==> src/rtl/core/dtcd_pkg.sv <==
// ----------------------------------------------------------------------------
// dtcd_pkg
// Shared widths, codes and types of the dual threshold crossing detector.
// ----------------------------------------------------------------------------
`default_nettype none

package dtcd_pkg;

  localparam int SAMPLE_W   = 16;
  localparam int IDX_W      = 32;
  localparam int IV_W       = 32;
  localparam int TIME_W     = 64;
  localparam int CODE_W     = 3;
  localparam int CFG_IDX_W  = 2;
  localparam int CFG_DATA_W = 32;

  // |(|s| - 1.0)| stays below 2^15, |s - prev| below 2^16.
  localparam int DIST_W = 15;
  localparam int VEL_W  = 16;
  // Dividend is dist * interval.
  localparam int NUM_W  = DIST_W + IV_W;
  localparam int CNT_W  = $clog2(NUM_W);

  localparam logic [1:0] PH_UNKNOWN = 2'd0;
  localparam logic [1:0] PH_LOWER   = 2'd1;
  localparam logic [1:0] PH_UPPER   = 2'd2;

  localparam logic [CODE_W-1:0] EV_JUMP_UP     = 3'd0;
  localparam logic [CODE_W-1:0] EV_JUMP_DOWN   = 3'd1;
  localparam logic [CODE_W-1:0] EV_BELOW_LOWER = 3'd2;
  localparam logic [CODE_W-1:0] EV_ABOVE_LOWER = 3'd3;
  localparam logic [CODE_W-1:0] EV_BELOW_UPPER = 3'd4;
  localparam logic [CODE_W-1:0] EV_ABOVE_UPPER = 3'd5;

  localparam logic [CFG_IDX_W-1:0] REG_UPPER    = 2'd0;
  localparam logic [CFG_IDX_W-1:0] REG_LOWER    = 2'd1;
  localparam logic [CFG_IDX_W-1:0] REG_INTERVAL = 2'd2;

  localparam logic signed [SAMPLE_W-1:0] UPPER_RST    = 16'sd4096;
  localparam logic signed [SAMPLE_W-1:0] LOWER_RST    = -16'sd4096;
  localparam logic        [IV_W-1:0]     INTERVAL_RST = 32'd16777;
  localparam logic        [17:0]         UNIT_Q12     = 18'd4096;

  typedef struct packed {
    logic              hit;
    logic [CODE_W-1:0] code;
    logic [1:0]        phase;
    logic              beyond;
    logic              jump;
    logic [DIST_W-1:0] gap;
    logic [VEL_W-1:0]  vel;
  } cls_t;

endpackage

`default_nettype wire

==> src/rtl/core/dtcd_classify.sv <==
// ----------------------------------------------------------------------------
// dtcd_classify
// Well classification of one sample and the interpolation operands.
// ----------------------------------------------------------------------------
`default_nettype none

module dtcd_classify
  import dtcd_pkg::*;
(
  input  wire logic signed [SAMPLE_W-1:0] sample_i,
  input  wire logic signed [SAMPLE_W-1:0] prev_i,
  input  wire logic        [1:0]          phase_i,
  input  wire logic                       beyond_i,
  input  wire logic signed [SAMPLE_W-1:0] upper_i,
  input  wire logic signed [SAMPLE_W-1:0] lower_i,
  output cls_t                            cls_o
);

  logic [16:0] mag;
  logic [17:0] dist_s;
  logic [17:0] dist_a;
  logic [16:0] vel_s;
  logic [16:0] vel_a;

  always_comb begin
    mag    = sample_i[SAMPLE_W-1] ? (17'd0 - {sample_i[SAMPLE_W-1], sample_i})
                                  : {1'b0, sample_i};
    dist_s = {1'b0, mag} - UNIT_Q12;
    dist_a = dist_s[17] ? (18'd0 - dist_s) : dist_s;
    vel_s  = {sample_i[SAMPLE_W-1], sample_i} - {prev_i[SAMPLE_W-1], prev_i};
    vel_a  = vel_s[16] ? (17'd0 - vel_s) : vel_s;
  end

  always_comb begin
    cls_o        = '0;
    cls_o.phase  = phase_i;
    cls_o.beyond = beyond_i;
    cls_o.gap    = dist_a[DIST_W-1:0];
    cls_o.vel    = vel_a[VEL_W-1:0];
    unique case (phase_i)
      PH_LOWER: begin
        priority if (sample_i >= upper_i) begin
          cls_o.phase  = PH_UPPER;
          cls_o.beyond = 1'b1;
          cls_o.jump   = 1'b1;
          cls_o.hit    = 1'b1;
          cls_o.code   = EV_JUMP_UP;
        end else if (sample_i < lower_i && beyond_i) begin
          cls_o.beyond = 1'b0;
          cls_o.hit    = 1'b1;
          cls_o.code   = EV_BELOW_LOWER;
        end else if (sample_i > lower_i && !beyond_i) begin
          cls_o.beyond = 1'b1;
          cls_o.hit    = 1'b1;
          cls_o.code   = EV_ABOVE_LOWER;
        end
      end
      PH_UPPER: begin
        priority if (sample_i <= lower_i) begin
          cls_o.phase  = PH_LOWER;
          cls_o.beyond = 1'b0;
          cls_o.jump   = 1'b1;
          cls_o.hit    = 1'b1;
          cls_o.code   = EV_JUMP_DOWN;
        end else if (sample_i < upper_i && beyond_i) begin
          cls_o.beyond = 1'b0;
          cls_o.hit    = 1'b1;
          cls_o.code   = EV_BELOW_UPPER;
        end else if (sample_i > upper_i && !beyond_i) begin
          cls_o.beyond = 1'b1;
          cls_o.hit    = 1'b1;
          cls_o.code   = EV_ABOVE_UPPER;
        end
      end
      default: begin
        // Start point not yet known: no event until a sample lies below the lower bound or above the upper bound.
        priority if (sample_i < lower_i) begin
          cls_o.phase  = PH_LOWER;
          cls_o.beyond = 1'b0;
        end else if (sample_i > upper_i) begin
          cls_o.phase  = PH_UPPER;
          cls_o.beyond = 1'b1;
        end
      end
    endcase
  end

endmodule

`default_nettype wire

==> src/rtl/core/dtcd_div.sv <==
// ----------------------------------------------------------------------------
// dtcd_div
// Restoring divider, one quotient bit per cycle.
// ----------------------------------------------------------------------------
`default_nettype none

module dtcd_div
  import dtcd_pkg::*;
(
  input  wire logic             clk_i,
  input  wire logic             rst_ni,
  input  wire logic             start_i,
  input  wire logic [NUM_W-1:0] dividend_i,
  input  wire logic [VEL_W-1:0] divisor_i,
  output logic                  done_o,
  output logic [NUM_W-1:0]      quotient_o
);

  logic             busy_q, busy_d;
  logic             done_q, done_d;
  logic [CNT_W-1:0] cnt_q, cnt_d;
  logic [NUM_W-1:0] dq_q, dq_d;
  logic [VEL_W-1:0] rem_q, rem_d;
  logic [VEL_W-1:0] dvs_q, dvs_d;
  logic [VEL_W:0]   trial;
  logic [VEL_W:0]   diff;
  logic             ge;

  always_comb begin
    // The dividend shifts out at the top while quotient bits shift in below.
    trial  = {rem_q, dq_q[NUM_W-1]};
    diff   = trial - {1'b0, dvs_q};
    ge     = (trial >= {1'b0, dvs_q});
    busy_d = busy_q;
    done_d = 1'b0;
    cnt_d  = cnt_q;
    dq_d   = dq_q;
    rem_d  = rem_q;
    dvs_d  = dvs_q;
    if (start_i) begin
      busy_d = 1'b1;
      cnt_d  = CNT_W'(NUM_W - 1);
      dq_d   = dividend_i;
      rem_d  = '0;
      dvs_d  = divisor_i;
    end else if (busy_q) begin
      dq_d  = {dq_q[NUM_W-2:0], ge};
      rem_d = ge ? diff[VEL_W-1:0] : trial[VEL_W-1:0];
      cnt_d = cnt_q - 1'b1;
      if (cnt_q == '0) begin
        busy_d = 1'b0;
        done_d = 1'b1;
      end
    end
  end

  always_ff @(posedge clk_i or negedge rst_ni) begin
    if (!rst_ni) begin
      busy_q <= 1'b0;
      done_q <= 1'b0;
      cnt_q  <= '0;
    end else begin
      busy_q <= busy_d;
      done_q <= done_d;
      cnt_q  <= cnt_d;
    end
  end

  always_ff @(posedge clk_i) begin
    dq_q  <= dq_d;
    rem_q <= rem_d;
    dvs_q <= dvs_d;
  end

  assign done_o     = done_q;
  assign quotient_o = dq_q;

endmodule

`default_nettype wire

==> src/rtl/core/dual_threshold_crossing_detector_unit.sv <==
// ----------------------------------------------------------------------------
// dual_threshold_crossing_detector_unit
// Hysteresis crossing detector with interpolated event times.
// ----------------------------------------------------------------------------
// A sample that raises no event is taken without a stall and the next request can
// follow in the cycle after. A sample that raises an event keeps the input
// stalled while its time is worked out: two passes through the one 32x32
// multiplier (index times interval, then distance times interval), then the
// bit-serial divider for the correction, skipped when the velocity is zero,
// and a final subtract with saturation; the stall lasts until the output
// register is free. A finished event waits in the output register,
// and a new sample may be taken while it waits.
`default_nettype none

module dual_threshold_crossing_detector_unit
  import dtcd_pkg::*;
(
  input  wire logic                       clk_i,
  input  wire logic                       rst_ni,
  input  wire logic                       cfg_we_i,
  input  wire logic [CFG_IDX_W-1:0]       cfg_idx_i,
  input  wire logic [CFG_DATA_W-1:0]      cfg_data_i,
  input  wire logic                       in_valid_i,
  output logic                            in_stall_o,
  input  wire logic signed [SAMPLE_W-1:0] sample_i,
  input  wire logic                       restart_i,
  output logic                            out_valid_o,
  input  wire logic                       out_stall_i,
  output logic [CODE_W-1:0]               event_code_o,
  output logic [IDX_W-1:0]                sample_index_o,
  output logic signed [TIME_W-1:0]        crossing_time_o,
  output logic [IDX_W-1:0]                jump_count_o
);

  localparam logic [2:0] ST_IDLE     = 3'd0;
  localparam logic [2:0] ST_MUL_BASE = 3'd1;
  localparam logic [2:0] ST_MUL_CORR = 3'd2;
  localparam logic [2:0] ST_DIV      = 3'd3;
  localparam logic [2:0] ST_FIN      = 3'd4;

  localparam logic [TIME_W-1:0] TIME_MAX = {1'b0, {(TIME_W-1){1'b1}}};

  logic [2:0] state_q, state_d;

  logic signed [SAMPLE_W-1:0] upper_q, lower_q;
  logic        [IV_W-1:0]     interval_q;

  logic [1:0]                 phase_q;
  logic                       beyond_q;
  logic signed [SAMPLE_W-1:0] prev_q;
  logic [IDX_W-1:0]           index_q;
  logic [IDX_W-1:0]           jumps_q;

  logic [1:0]                 phase_eff;
  logic                       beyond_eff;
  logic signed [SAMPLE_W-1:0] prev_eff;
  logic [IDX_W-1:0]           index_eff;
  logic [IDX_W-1:0]           jumps_eff;
  logic [IDX_W-1:0]           jumps_new;
  cls_t                       cls;
  logic                       in_acc;
  logic                       out_free;

  logic [CODE_W-1:0] ev_code_q;
  logic [IDX_W-1:0]  ev_idx_q;
  logic [IDX_W-1:0]  ev_jumps_q;
  logic [DIST_W-1:0] dist_q;
  logic [VEL_W-1:0]  vel_q;
  logic [TIME_W-1:0] base_q;
  logic [NUM_W-1:0]  corr_q;

  logic [IV_W-1:0]   mul_a;
  logic [TIME_W-1:0] product;
  logic              div_start;
  logic              div_done;
  logic [NUM_W-1:0]  quotient;
  logic [TIME_W:0]   tdiff;
  logic [TIME_W-1:0] ctime;

  logic                    out_valid_q;
  logic [CODE_W-1:0]       out_code_q;
  logic [IDX_W-1:0]        out_idx_q;
  logic [TIME_W-1:0]       out_time_q;
  logic [IDX_W-1:0]        out_jumps_q;

  // A restart clears the trajectory state before this sample is classified.
  always_comb begin
    phase_eff  = restart_i ? PH_UNKNOWN : phase_q;
    beyond_eff = restart_i ? 1'b0 : beyond_q;
    prev_eff   = restart_i ? '0 : prev_q;
    index_eff  = restart_i ? '0 : index_q;
    jumps_eff  = restart_i ? '0 : jumps_q;
    jumps_new  = (cls.jump && (jumps_eff != '1)) ? jumps_eff + 1'b1 : jumps_eff;
  end

  dtcd_classify u_classify (
    .sample_i (sample_i),
    .prev_i   (prev_eff),
    .phase_i  (phase_eff),
    .beyond_i (beyond_eff),
    .upper_i  (upper_q),
    .lower_i  (lower_q),
    .cls_o    (cls)
  );

  assign in_stall_o = (state_q != ST_IDLE);
  assign in_acc     = in_valid_i && !in_stall_o;
  assign out_free   = !out_valid_q || !out_stall_i;

  // The one multiplier serves both products in turn.
  assign mul_a     = (state_q == ST_MUL_BASE) ? ev_idx_q : {{(IV_W-DIST_W){1'b0}}, dist_q};
  assign product   = TIME_W'(mul_a) * TIME_W'(interval_q);
  assign div_start = (state_q == ST_MUL_CORR) && (vel_q != '0);

  dtcd_div u_div (
    .clk_i      (clk_i),
    .rst_ni     (rst_ni),
    .start_i    (div_start),
    .dividend_i (product[NUM_W-1:0]),
    .divisor_i  (vel_q),
    .done_o     (div_done),
    .quotient_o (quotient)
  );

  // A borrow means a negative time, which wraps; otherwise a result above the signed maximum clips to it.
  always_comb begin
    tdiff = {1'b0, base_q} - {{(TIME_W+1-NUM_W){1'b0}}, corr_q};
    ctime = (!tdiff[TIME_W] && tdiff[TIME_W-1]) ? TIME_MAX : tdiff[TIME_W-1:0];
  end

  always_comb begin
    state_d = state_q;
    unique case (state_q)
      ST_IDLE:     if (in_acc && cls.hit) state_d = ST_MUL_BASE;
      ST_MUL_BASE: state_d = ST_MUL_CORR;
      ST_MUL_CORR: state_d = (vel_q == '0) ? ST_FIN : ST_DIV;
      ST_DIV:      if (div_done) state_d = ST_FIN;
      ST_FIN:      if (out_free) state_d = ST_IDLE;
      default:     state_d = ST_IDLE;
    endcase
  end

  always_ff @(posedge clk_i or negedge rst_ni) begin
    if (!rst_ni) begin
      state_q     <= ST_IDLE;
      upper_q     <= UPPER_RST;
      lower_q     <= LOWER_RST;
      interval_q  <= INTERVAL_RST;
      phase_q     <= PH_UNKNOWN;
      beyond_q    <= 1'b0;
      prev_q      <= '0;
      index_q     <= '0;
      jumps_q     <= '0;
      out_valid_q <= 1'b0;
    end else begin
      state_q <= state_d;
      if (cfg_we_i) begin
        unique case (cfg_idx_i)
          REG_UPPER:    upper_q    <= cfg_data_i[SAMPLE_W-1:0];
          REG_LOWER:    lower_q    <= cfg_data_i[SAMPLE_W-1:0];
          REG_INTERVAL: interval_q <= cfg_data_i[IV_W-1:0];
          default:      ;
        endcase
      end
      if (in_acc) begin
        phase_q  <= cls.phase;
        beyond_q <= cls.beyond;
        prev_q   <= sample_i;
        index_q  <= index_eff + 1'b1;
        jumps_q  <= jumps_new;
      end
      if (state_q == ST_FIN && out_free) begin
        out_valid_q <= 1'b1;
      end else if (out_valid_q && !out_stall_i) begin
        out_valid_q <= 1'b0;
      end
    end
  end

  always_ff @(posedge clk_i) begin
    if (in_acc) begin
      ev_code_q  <= cls.code;
      ev_idx_q   <= index_eff;
      ev_jumps_q <= jumps_new;
      dist_q     <= cls.gap;
      vel_q      <= cls.vel;
    end
    if (state_q == ST_MUL_BASE) begin
      base_q <= product;
    end
    if (state_q == ST_MUL_CORR) begin
      corr_q <= '0;
    end else if (state_q == ST_DIV && div_done) begin
      corr_q <= quotient;
    end
    if (state_q == ST_FIN && out_free) begin
      out_code_q  <= ev_code_q;
      out_idx_q   <= ev_idx_q;
      out_time_q  <= ctime;
      out_jumps_q <= ev_jumps_q;
    end
  end

  assign out_valid_o     = out_valid_q;
  assign event_code_o    = out_code_q;
  assign sample_index_o  = out_idx_q;
  assign crossing_time_o = out_time_q;
  assign jump_count_o    = out_jumps_q;

endmodule

`default_nettype wire
==> config.mk <==
export PLATFORM = sky130hd
export DESIGN_NAME = dual_threshold_crossing_detector_unit
export DESIGN_NICKNAME = d
export VERILOG_FILES = /design/src/rtl/core/dtcd_pkg.sv /design/src/rtl/core/dtcd_classify.sv /design/src/rtl/core/dtcd_div.sv /design/src/rtl/core/dual_threshold_crossing_detector_unit.sv
export SDC_FILE = /design/constraint.sdc
export NUM_CORES = 2
export LEC_CHECK = 0
export BUFFER_PORTS_ARGS = -buffer_cell sky130_fd_sc_hd__buf_2
export CELL_PAD_IN_SITES_DETAIL_PLACEMENT = 0
export CELL_PAD_IN_SITES_GLOBAL_PLACEMENT = 1
export CORE_MARGIN = 2
export CORE_UTILIZATION = 50
export CTS_BUF_LIST = sky130_fd_sc_hd__clkbuf_16
export DETAILED_ROUTE_END_ITERATION = 8
export PLACE_DENSITY_LB_ADDON = 0.1
export SLEW_MARGIN = 20
export SYNTH_ARGS = -nofsm -noshare
export SYNTH_HDL_FRONTEND = slang
export SYNTH_SLANG_ARGS = --single-unit
==> constraint.sdc <==
create_clock -name clk_i -period 14.99 [get_ports clk_i]
set_input_delay 3.7475 -clock clk_i [delete_from_list [all_inputs] [get_ports clk_i]]
set_output_delay 3.7475 -clock clk_i [all_outputs]
set_load 0.01 [all_outputs]
==> key figures <==
STA
  • Worst slew pin tran: 1.13 ns
  • Worst slew margin: 24.4%
  • Maximum operating frequency: 0.0920 GHz
  • Setup Viol. Count Final: 0
  • RSZ-0062 raised after global routing: false
  • Total negative slack: 0 ns
  • Final WS setup: 4.13 ns
  • Fin. Hold Viols: 0
  • Min Tclk post-route: 10.86 ns
  • Slew Limit Fails: 0
  • Tcrit/Tclk final: 72.5%
  • Clock skew: 0.0769 ns

Job
  • Max-Cap Viols: 0

Yosys
  • Adder-cell share of the synthesized area: 36.9%
  • Syn_area_per_cell: 9.72 sq um
  • Top FF cell, synth: edfxtp_1
  • Yosys top cell area share: 29.1%
  • Area leader, netlist: fa_1
  • Mapped cell area: 61900 sq um
  • Largest family of logic cells by synthesized area: adder cells
  • Post-Syn Instances: 6366
  • Synth area leaders: fa_1 29%, edfxtp_1 17%, ha_1 7.8%
  • Syn Nets: 7705
  • FFs w/ async S/R, synth: 27.5%
  • Synth cell types: 90
  • Mux contribution to synthesized area: 1.81%
  • Register bit total from synthesis: 578
  • Fraction of synthesized cell area in xor and xnor cells: 3.20%
  • Post-synth EDFFs: 356
  • Synth Warn #: 0
  • Sequential area share after synthesis: 25.8%
  • Compound-cell area share of the yosys netlist: 7.15%
  • Synth Area in Simple Gates: 17.1%

Hold path
  • Worst Hold Class: reg2reg

Clocking
  • TritonCTS clock tree: done
  • Clk root buf: clkbuf_16
  • Clock slew at reported path FFs: 0.06 ns
  • Maximum clock path buffer count: 3
  • Clock Sinks: 578
  • H-tree depth: 3
  • Post_cts resized: 0
  • Hold bufs inserted after CTS: 0
  • CTS Buf Count: 69
  • Setup bufs post-CTS: 0
  • Worst-skew pair later-pin latency: 0.69 ns

Worst setup path
  • Crit path DAT: 11.28 ns
  • Cell mode on critical path: fa_1
  • Critical path class: reg2reg
  • Critical path fanouts, max: 202
  • Startpoint types: flop
  • Worst EP required: 15.41 ns
  • Delay-heaviest family, CP: adder cells
  • Slowest-stage cell, CP: and2_1
  • WP buf/inv: 5
  • Slowest stage delay, CP: 0.78 ns
  • Worst setup EP type: flop

Global routing
  • Total Routing Usage GR: 29.1%
  • Initial antenna violation count: 10
  • Largest net degree at the start of global routing: 203
  • Total grt overflow: 0
  • Vias in the first global route: 47000
  • First-pass GRT wire length: 280000 um

Placed design
  • RePlAce Congestion: 0.939
  • Port bufs: 188
  • Post-DP HPWL: 132000 um
  • Place WS: 4.18 ns

Die
  • Initial Util: 50.2%
  • Die X: 356 um
  • Row cnt: 129
  • CORE AREA: 123000 sq um
  • Die area: 127000 sq um
  • Die Y: 356 um
  • I/O pin count: 189

Drt
  • Drt drc: 0
  • DR WL/cell: 22.3 um
  • DR vias: 45100
  • Number of vias per cell: 5.59
  • Number of DRC markers in iteration 0: 3080
  • First drt pass iteration count: 5
  • Antenna-violating nets left: 0
  • Final wirelength: 180000 um

Finish
  • Layout cell share with drive strength beyond 1: 7.81%
  • P&R area growth vs syn: 7.97%
  • Fill count: 11200
  • Layout net count: 7706
  • Footprint of the multi-input gates: 41000 sq um
  • Register area: 16000 sq um

Status
  • Status: completed
[cells in the mapped netlist, types with 149 or more instances]
cell      number
a21oi_1      214
and2_1       357
and3_1       314
clkbuf_1     327
dfrtp_1      149
edfxtp_1     356
fa_1         899
ha_1         384
inv_1        985
nand2_1      949
nor2_1       163
o21ai_0      176
[sequential cells by signal, summed over array words and instances (netlist names), 32 cells and up]
name              count
ev_idx_q             32
sample_index_o       32
ev_jumps_q           32
crossing_time_o      64
index_q              32
u_div.quotient_o     47
corr_q               47
interval_q           32
jumps_q              32
jump_count_o         32
base_q               64
[cell usage in the layout (no fill, tap or decap), drive strengths merged, types with 24 or more instances in the layout]
cell type,count
o21ai,177
edfxtp,356
fa,899
clkinv,29
and3,314
a31oi,24
and2,359
xnor2,129
mux2i,31
inv,1005
clkbuf,70
buf,276
nor2b,74
ha,384
nand4,37
mux2,72
xor2,97
nor2,164
dfrtp,149
nand3,73
nor3,51
a21oi,215
dfxtp,63
o21a,27
a21o,82
nand2b,30
nand2,949
[final cells by class]
type,count,area share (%)
repair buffers,276,2.47
inverters,988,5.56
flip-flops and latches,578,23.9
multi-input cells,4454,61.3
clock buffers,70,2.62
clock inverters,58,1.07
diodes,3,0.0112
well taps,1637,3.07
[cell families (layout without fill, tap and decap cells)]
kind of cell	after synthesis	count (layout)
other cells	0	3
buf+inv	1334	1392
mux	103	103
flops	578	578
compound gates	701	701
simple gates	2141	2141
xor+xnor	226	226
fa+ha+maj	1283	1283
[worst reg2reg max path, delay by kind of cell (launching register included)]
kind,cells,cell delay (ns)
AOI/OAI and AO/OA,5,1.44
adders and majority gates,9,4.46
buffers and inverters,5,1.37
DFF,1,0.56
and+or+nand+nor,8,2.82
[per-stage QoR]
| stage | cell area, sq um | util [%] | hold slack, ns | cells |
|---|---|---|---|---|
| floorplan | 61900 | - | 0.400 | 6366 |
| global placement | 64300 | 52.2 | 0.402 | 7933 |
| detailed placement | 64300 | 52.2 | 0.405 | 7933 |
| CTS | 66800 | 54.2 | 0.415 | 8061 |
| global route | 66800 | 54.2 | 0.421 | 8062 |
| finish | 66800 | 54.2 | 0.415 | 8064 |
[final timing paths]
| path | from | end | slack (ns) | cells past startpoint |
|---|---|---|---|---|
| setup / recovery | state_q[0] | base_q[61] | 4.13 | 27 |
| hold / removal | ev_jumps_q[10] | jump_count_o[10] | 0.41 | 0 |
| setup reg to reg | state_q[0] | base_q[61] | 4.13 | 27 |
| hold reg to reg | ev_jumps_q[10] | jump_count_o[10] | 0.41 | 0 |
| max in group asynchronous | rst_ni | interval_q[18] | 10.21 | 2 |
| min in group asynchronous | rst_ni | jumps_q[18] | 3.17 | 1 |
[per-layer routing]
layer,track usage [%],routed length (um)
met1,39.2,76300
met2,49.0,87600
met3,3.01,9180
met4,10.2,6870
met5,0,26
Power is not shown: default switching activity piles up to over one toggle a cycle in this logic, so the estimate is an artifact.
